==> config.mk <==
export PLATFORM = sky130hd
export DESIGN_NAME = modular_exponentiation
export DESIGN_NICKNAME = d
export VERILOG_FILES = /design/src/hw/rtl/mexp_pkg.sv /design/src/hw/rtl/mexp_cell.sv /design/src/hw/rtl/mexp_mulmod.sv /design/src/hw/rtl/modular_exponentiation.sv
export SDC_FILE = /design/constraint.sdc
export NUM_CORES = 1
export LEC_CHECK = 0
export ABC_AREA = 1
export BUFFER_PORTS_ARGS = -buffer_cell sky130_fd_sc_hd__buf_4
export CORE_MARGIN = 2
export CORE_UTILIZATION = 40
export CTS_BUF_LIST = sky130_fd_sc_hd__clkbuf_16
export DETAILED_ROUTE_END_ITERATION = 12
export SYNTH_ARGS = -nofsm -noshare
export SYNTH_HDL_FRONTEND = slang
export SYNTH_SLANG_ARGS = --single-unit
==> constraint.sdc <==
create_clock -name clk -period 6.3 [get_ports clk]
set_input_delay 0.315 -clock clk [delete_from_list [all_inputs] [get_ports clk]]
set_output_delay 0.315 -clock clk [all_outputs]
set_load 0.01 [all_outputs]
==> src/hw/rtl/mexp_pkg.sv <==
// ----------------------------------------------------------------------------
// mexp_pkg
// shared types and constants for the modular exponentiation block
// ----------------------------------------------------------------------------
package mexp_pkg;

  localparam int unsigned VAL_W = 31;
  localparam logic [VAL_W-1:0] MOD_RESET = 31'd998244353;

  typedef struct packed {
    logic load;
    logic shift;
  } ctl_t;

  typedef enum logic [3:0] {
    S_IDLE,
    S_RED_GO,
    S_RED_WT,
    S_CHK,
    S_MUL_GO,
    S_MUL_WT,
    S_SQ_GO,
    S_SQ_WT
  } state_t;

endpackage

==> src/hw/rtl/mexp_cell.sv <==
// ----------------------------------------------------------------------------
// mexp_cell
// one exponent bit cell, shifts toward the lsb neighbor
// ----------------------------------------------------------------------------
module mexp_cell (
  input  logic          clk,
  input  mexp_pkg::ctl_t ctl,
  input  logic          load_bit,
  input  logic          next_bit,
  output logic          bit_q
);

  logic bit_r;
  logic bit_nxt;

  always_comb begin
    bit_nxt = bit_r;
    if (ctl.load) begin
      bit_nxt = load_bit;
    end else if (ctl.shift) begin
      bit_nxt = next_bit;
    end
  end

  always_ff @(posedge clk) begin
    bit_r <= bit_nxt;
  end

  assign bit_q = bit_r;

endmodule

==> src/hw/rtl/mexp_mulmod.sv <==
// ----------------------------------------------------------------------------
// mexp_mulmod
// interleaved shift-add modular multiplier, one multiplier bit per cycle
// ----------------------------------------------------------------------------
module mexp_mulmod #(
  parameter int unsigned MOD_BITS = 31
) (
  input  logic                      clk,
  input  logic                      rst_n,
  input  logic                      start,
  input  logic [MOD_BITS-1:0]       op_a,
  input  logic [mexp_pkg::VAL_W-1:0] op_b,
  input  logic [MOD_BITS-1:0]       modulus,
  output logic                      done,
  output logic [MOD_BITS-1:0]       product
);

  localparam int unsigned CNT_W = $clog2(mexp_pkg::VAL_W);
  localparam int unsigned ACC_W = MOD_BITS + 2;

  logic                       busy_r, busy_nxt;
  logic                       done_r, done_nxt;
  logic [CNT_W-1:0]           cnt_r, cnt_nxt;
  logic [mexp_pkg::VAL_W-1:0] b_r, b_nxt;
  logic [MOD_BITS-1:0]        a_r, a_nxt;
  logic [MOD_BITS-1:0]        r_r, r_nxt;
  logic [ACC_W-1:0]           sum;
  logic [ACC_W-1:0]           sub1;
  logic [ACC_W-1:0]           sub2;
  logic [ACC_W-1:0]           m_ext;

  assign m_ext = {2'b00, modulus};

  always_comb begin
    sum  = {1'b0, r_r, 1'b0} + (b_r[mexp_pkg::VAL_W-1] ? {2'b00, a_r} : '0);
    sub1 = (sum >= m_ext) ? sum - m_ext : sum;
    sub2 = (sub1 >= m_ext) ? sub1 - m_ext : sub1;
  end

  always_comb begin
    busy_nxt = busy_r;
    done_nxt = 1'b0;
    cnt_nxt  = cnt_r;
    b_nxt    = b_r;
    a_nxt    = a_r;
    r_nxt    = r_r;
    if (start) begin
      busy_nxt = 1'b1;
      cnt_nxt  = CNT_W'(mexp_pkg::VAL_W - 1);
      b_nxt    = op_b;
      a_nxt    = op_a;
      r_nxt    = '0;
    end else if (busy_r) begin
      r_nxt = sub2[MOD_BITS-1:0];
      b_nxt = {b_r[mexp_pkg::VAL_W-2:0], 1'b0};
      cnt_nxt = cnt_r - 1'b1;
      if (cnt_r == '0) begin
        busy_nxt = 1'b0;
        done_nxt = 1'b1;
      end
    end
  end

  always_ff @(posedge clk) begin
    if (!rst_n) begin
      busy_r <= 1'b0;
      done_r <= 1'b0;
    end else begin
      busy_r <= busy_nxt;
      done_r <= done_nxt;
    end
    cnt_r <= cnt_nxt;
    b_r   <= b_nxt;
    a_r   <= a_nxt;
    r_r   <= r_nxt;
  end

  assign done    = done_r;
  assign product = r_r;

endmodule

==> src/hw/rtl/modular_exponentiation.sv <==
// ----------------------------------------------------------------------------
// modular_exponentiation
// base_value ^ exponent mod modulus, right-to-left square-and-multiply
// ----------------------------------------------------------------------------
// One request at a time. The exponent sits in a chain of bit cells that
// shifts one place per squaring; each multiply runs on a shared bit-serial
// modular multiplier. A request reduces the base first, then for each
// exponent bit up to the highest set one checks the bit, multiplies if it
// is set and squares; a final check with no set bits left gives the result.
// The modulus is written through cfg_wr_en/cfg_wr_data.
module modular_exponentiation #(
  parameter int unsigned EXP_BITS = 63,
  parameter int unsigned MOD_BITS = 31
) (
  input  logic        clk,
  input  logic        rst_n,
  input  logic        cfg_wr_en,
  input  logic [30:0] cfg_wr_data,
  input  logic        in_valid,
  output logic        in_stall,
  input  logic [30:0] in_base_value,
  input  logic [62:0] in_exponent,
  output logic        out_valid,
  input  logic        out_stall,
  output logic [30:0] out_remainder
);

  mexp_pkg::state_t state_r, state_nxt;

  logic [mexp_pkg::VAL_W-1:0] modulus_r;
  logic [MOD_BITS-1:0]        mod_r, mod_nxt;
  logic [MOD_BITS-1:0]        mod_eff;
  logic [mexp_pkg::VAL_W-1:0] base_r, base_nxt;
  logic [MOD_BITS-1:0]        acc_r, acc_nxt;
  logic [MOD_BITS-1:0]        sq_r, sq_nxt;
  logic                       out_valid_r, out_valid_nxt;
  logic [30:0]                out_rem_r, out_rem_nxt;
  logic                       accept;
  logic                       e_zero;
  logic [EXP_BITS:0]          chain;
  mexp_pkg::ctl_t             ctl;
  logic                       mm_start;
  logic [MOD_BITS-1:0]        mm_a;
  logic [mexp_pkg::VAL_W-1:0] mm_b;
  logic                       mm_done;
  logic [MOD_BITS-1:0]        mm_p;

  assign mod_eff  = (modulus_r[MOD_BITS-1:0] == '0) ? MOD_BITS'(1) : modulus_r[MOD_BITS-1:0];
  assign in_stall = (state_r != mexp_pkg::S_IDLE) || out_valid_r;
  assign accept   = in_valid && !in_stall;

  // exponent bit chain
  assign chain[EXP_BITS] = 1'b0;
  for (genvar i = 0; i < EXP_BITS; i++) begin : g_cell
    mexp_cell u_cell (
      .clk      (clk),
      .ctl      (ctl),
      .load_bit (in_exponent[i]),
      .next_bit (chain[i+1]),
      .bit_q    (chain[i])
    );
  end
  assign e_zero = (chain[EXP_BITS-1:0] == '0);

  mexp_mulmod #(.MOD_BITS(MOD_BITS)) u_mulmod (
    .clk     (clk),
    .rst_n   (rst_n),
    .start   (mm_start),
    .op_a    (mm_a),
    .op_b    (mm_b),
    .modulus (mod_r),
    .done    (mm_done),
    .product (mm_p)
  );

  // next state
  always_comb begin
    state_nxt = state_r;
    unique case (state_r)
      mexp_pkg::S_IDLE:   if (accept) state_nxt = mexp_pkg::S_RED_GO;
      mexp_pkg::S_RED_GO: state_nxt = mexp_pkg::S_RED_WT;
      mexp_pkg::S_RED_WT: if (mm_done) state_nxt = mexp_pkg::S_CHK;
      mexp_pkg::S_CHK: begin
        priority if (e_zero) state_nxt = mexp_pkg::S_IDLE;
        else if (chain[0])   state_nxt = mexp_pkg::S_MUL_GO;
        else                 state_nxt = mexp_pkg::S_SQ_GO;
      end
      mexp_pkg::S_MUL_GO: state_nxt = mexp_pkg::S_MUL_WT;
      mexp_pkg::S_MUL_WT: if (mm_done) state_nxt = mexp_pkg::S_SQ_GO;
      mexp_pkg::S_SQ_GO:  state_nxt = mexp_pkg::S_SQ_WT;
      mexp_pkg::S_SQ_WT:  if (mm_done) state_nxt = mexp_pkg::S_CHK;
      default:            state_nxt = mexp_pkg::S_IDLE;
    endcase
  end

  // outputs and datapath
  always_comb begin
    ctl           = '0;
    mm_start      = 1'b0;
    mm_a          = sq_r;
    mm_b          = mexp_pkg::VAL_W'(sq_r);
    mod_nxt       = mod_r;
    base_nxt      = base_r;
    acc_nxt       = acc_r;
    sq_nxt        = sq_r;
    out_valid_nxt = out_valid_r && out_stall;
    out_rem_nxt   = out_rem_r;
    unique case (state_r)
      mexp_pkg::S_IDLE: begin
        if (accept) begin
          ctl.load = 1'b1;
          mod_nxt  = mod_eff;
          base_nxt = in_base_value;
          acc_nxt  = (mod_eff == MOD_BITS'(1)) ? '0 : MOD_BITS'(1);
        end
      end
      mexp_pkg::S_RED_GO: begin
        mm_start = 1'b1;
        mm_a     = MOD_BITS'(1);
        mm_b     = base_r;
      end
      mexp_pkg::S_RED_WT: if (mm_done) sq_nxt = mm_p;
      mexp_pkg::S_CHK: begin
        if (e_zero) begin
          out_valid_nxt = 1'b1;
          out_rem_nxt   = 31'(acc_r);
        end
      end
      mexp_pkg::S_MUL_GO: begin
        mm_start = 1'b1;
        mm_a     = acc_r;
      end
      mexp_pkg::S_MUL_WT: if (mm_done) acc_nxt = mm_p;
      mexp_pkg::S_SQ_GO:  mm_start = 1'b1;
      mexp_pkg::S_SQ_WT: begin
        if (mm_done) begin
          sq_nxt    = mm_p;
          ctl.shift = 1'b1;
        end
      end
      default: ;
    endcase
  end

  always_ff @(posedge clk) begin
    if (!rst_n) begin
      state_r     <= mexp_pkg::S_IDLE;
      out_valid_r <= 1'b0;
      modulus_r   <= mexp_pkg::MOD_RESET;
    end else begin
      state_r     <= state_nxt;
      out_valid_r <= out_valid_nxt;
      if (cfg_wr_en) begin
        modulus_r <= cfg_wr_data;
      end
    end
    mod_r     <= mod_nxt;
    base_r    <= base_nxt;
    acc_r     <= acc_nxt;
    sq_r      <= sq_nxt;
    out_rem_r <= out_rem_nxt;
  end

  assign out_valid     = out_valid_r;
  assign out_remainder = out_rem_r;

`ifndef SYNTHESIS
  a_rem_range: assert property (@(posedge clk) disable iff (!rst_n)
    $rose(out_valid_r) |-> (out_rem_r < 31'(mod_r)))
    else $error("remainder not below modulus");
  a_busy_stall: assert property (@(posedge clk) disable iff (!rst_n)
    (state_r != mexp_pkg::S_IDLE) |-> in_stall)
    else $error("request accepted while busy");
  a_done_wait: assert property (@(posedge clk) disable iff (!rst_n)
    mm_done |-> (state_r == mexp_pkg::S_RED_WT || state_r == mexp_pkg::S_MUL_WT ||
                 state_r == mexp_pkg::S_SQ_WT))
    else $error("multiplier done outside a wait state");
`endif

endmodule
==> results.md <==
- Layout Skew: 0.0163 ns
- Critical path startpoint category: flop
- Antenna viol nets, final: 0
- Core area: 50100 um^2
- Final setup fails: 0
- Syn nets: 2672
- Final Instance Area: 28700 um^2
- N_diodes: 0
- DR pass1 iterations: 5
- Final hold vios: 0
- Via count: 18820
- Critical path capture point type: flop
- Synth Instances: 2446
- Num CTS Buffers: 41
- Initial antenna violation count: 0
- Number of flops mapped to enable cells by yosys: 280
- Max Freq: 0.162 GHz
- Synth cell types: 48
- Routed len/inst: 17.5 um
- R2R cell count: 41
- Critical path arrival: 6.63 ns
- First-pass GRT wire length: 97900 um
- Max-cap viol count: 0
- Seq/Total Area, Yosys: 48.8%
- # IOs: 163
- Die Ht: 229 um
- Port-buffer cells: 162
- Synth top area cells: edfxtp_1 42%, nand2_1 13%, dfxtp_1 7.2%
- CTS sink cnt: 353
- Synth Area in XOR/XNOR: 3.03%
- Largest net degree at the start of global routing: 87
- Dpl hpwl: 48200 um
- Multi-input gate area: 10400 um^2
- Min-Delay Path Depth: 3
- Initial drt markers: 1290
- Crit Path Category: flop to flop
- WL final: 64900 um
- Syn avg cell area: 8.27 um^2
- Flop2flop setup slack: 0.12 ns
- Later-pin clock latency in the skew report: 0.57 ns
- Remaining Overflow, GRT: 0
- Avg Vias per Cell: 5.07
- DRC: 0
- Reg area: 9870 um^2
- Yosys reg bits: 353
- Status: completed
- CP endpoint: u_mulmod.product[14]
- Largest family of logic cells by synthesized area: simple AND/OR/NAND/NOR gates
- Area delta synth->final: 41.9%
- Synthesized area: 20200 um^2
- Die W: 229 um
- GPL Wtd Cong: 0.940
- Cell with the most instances after synthesis: nand2_1
- Clk pin slew, worst setup/hold paths: 0.06 ns
- Placed instance area: 24500 um^2
- Post-synthesis mux area share: 0%
- Reg-to-reg critical path endpoint: u_mulmod.product[14]
- Root buffer cell: clkbuf_16
- Slowest-stage cell, CP: edfxtp_1
- Commonest cells post-synth: 721 x nand2_1, 302 x inv_1, 280 x edfxtp_1
- CP peak stage delay: 0.47 ns
- Synth Area in Compound Gates: 9.84%
- Ys flop type: edfxtp_1
- Initial Util: 40.4%
- Share of the synthesized area in the top cell type: 41.6%
- Crit. path cell count: 41
- Vias in the first global route: 18284
- Buf/Inv on CP: 11
- Most frequent CP cell: nand2_1
- Worst Path Max Fanout: 8
- Post-Route Setup TNS: 0 ns
- Slew headroom: 20.2%
- CTS Buffer Depth: 3
- Cell family with most CP delay: simple AND/OR/NAND/NOR gates
- Async S/R FF share, synth: 0%
- CP Launch Point: u_mulmod.b_r[30]
- Yosys top cell by area: edfxtp_1
- Final worst-path cycle share: 98.0%
- Worst EP required: 6.75 ns
- Die area: 52400 um^2
- Min Tclk post-route: 6.18 ns
- Post-synthesis adder-cell area fraction: 6.05%
- Worst-Margin Slew: 1.19 ns
- CTS tree: yes
- Reg2Reg Launch Point: u_mulmod.b_r[30]
- Row cnt: 82
- Yosys Warn Count: 0
- Post-Synth Simple-Gate Area: 24.4%
- Final Max Tran Viols: 0
- HP Class: input pin to flop
- Nets@finish: 3235
- Fill cells: 4557
- H-tree depth: 2
- Share of cells above drive strength 1: 30.1%
- GRT Overall Usage: 23.7%
kinds of logic after synthesis:
logic type / after synthesis
compound gates: 330
fa+ha+maj: 96
simple gates: 1180
flops: 353
xor+xnor: 70
buf+inv: 417
worst register-to-register path: cells and delay by family (launching register included):
family          cells  cell delay [ns]
simple gates       20             2.36
buf+inv            11             1.34
compound gates      7             1.05
fa+ha+maj           3             0.87
flops               1             0.47
placed cells by master, fill, tap and decap left out, drive strengths merged, types with 6 or more instances in the layout:
cell type    synthesis  layout
nand2              724     724
buf                 25     544
inv                309     324
edfxtp             280     280
nor2               231     231
a21oi              117     117
ha                  93      93
nand3               84      84
o21ai               83      83
nand4               82      82
dlygate4sd3          0      78
dfxtp               73      73
clkbuf              83      49
xnor2               37      37
a31oi               37      37
xor2                33      33
a22o                30      30
nor4                23      23
nor3                20      20
a21o                18      18
o21bai              18      18
clkinv               0      12
nand3b              10      10
o211ai               8       8
a21boi               6       6
through the flow:
| step | utilization, % | cells | hold slack, ns | setup WS, ns |
|---|---|---|---|---|
| after floorplan | - | 2446 | 0.414 | 0.633 |
| after global placement | 48.9 | 3509 | 0.438 | -0.326 |
| after detailed placement | 48.9 | 3509 | 0.438 | -0.303 |
| after CTS | 53.4 | 3664 | 0.000260 | 0.0113 |
| after global routing | 57.3 | 3714 | 0.0167 | -0.121 |
| final | 57.3 | 3714 | 0.0199 | 0.124 |
layer usage:
| metal | vias up | part of all wire (%) | global-route usage, % |
|---|---|---|---|
| li1 | 9281 | - | - |
| met1 | 8989 | 44 | 31.1 |
| met2 | 440 | 48 | 41.0 |
| met3 | 110 | 4.2 | 2.73 |
| met4 | 0 | 3.2 | 7.53 |
| met5 | - | 0 | 0 |
worst min-delay path by stage:
| stage | end | slack (ns) | start |
|---|---|---|---|
| 2_1_floorplan | base_r[0] | 0.41 | in_base_value[0] |
| 3_3_place_gp | out_remainder[5] | 0.44 | acc_r[5] |
| 3_5_place_dp | out_remainder[1] | 0.44 | acc_r[1] |
| 4_1_cts | g_cell[54].u_cell.bit_q | 0.0003 | in_exponent[54] |
| 5_1_grt | g_cell[46].u_cell.bit_q | 0.02 | in_exponent[46] |
| 6_report | g_cell[54].u_cell.bit_q | 0.02 | in_exponent[54] |
registers in the layout, summed over array words and instances, names as in the netlist, 3 cells and up:
register,cells
state_r,3
u_mulmod.b_r,31
acc_r,31
u_mulmod.cnt_r,5
u_mulmod.a_r,31
sq_r,31
base_r,31
out_remainder,31
g_cell.u_cell.bit_q,63
mod_r,31
modulus_r,31
u_mulmod.product,31
what timing repair did:
action	in CTS	in global routing
gates resized for setup	32	328
hold buffers	78	0
endpoints found under the hold margin	78	0
endpoints found under the setup margin	31	31
cloned	1	6
pin swaps	3	109
buffers inserted	0	44
layout make-up:
type | count | area share [%]
Timing Repair Buffer | 628 | 17.8
Clock buffer | 43 | 3.75
Clock inverter | 33 | 0.937
Inverter | 309 | 4.05
Tap cell | 672 | 2.93
Multi-Input combinational cell | 1676 | 36.2
Sequential cell | 353 | 34.4
Power is left out: the tool's default activity adds up to more than one toggle a clock period on the data nets, which glitch-free logic cannot reach.
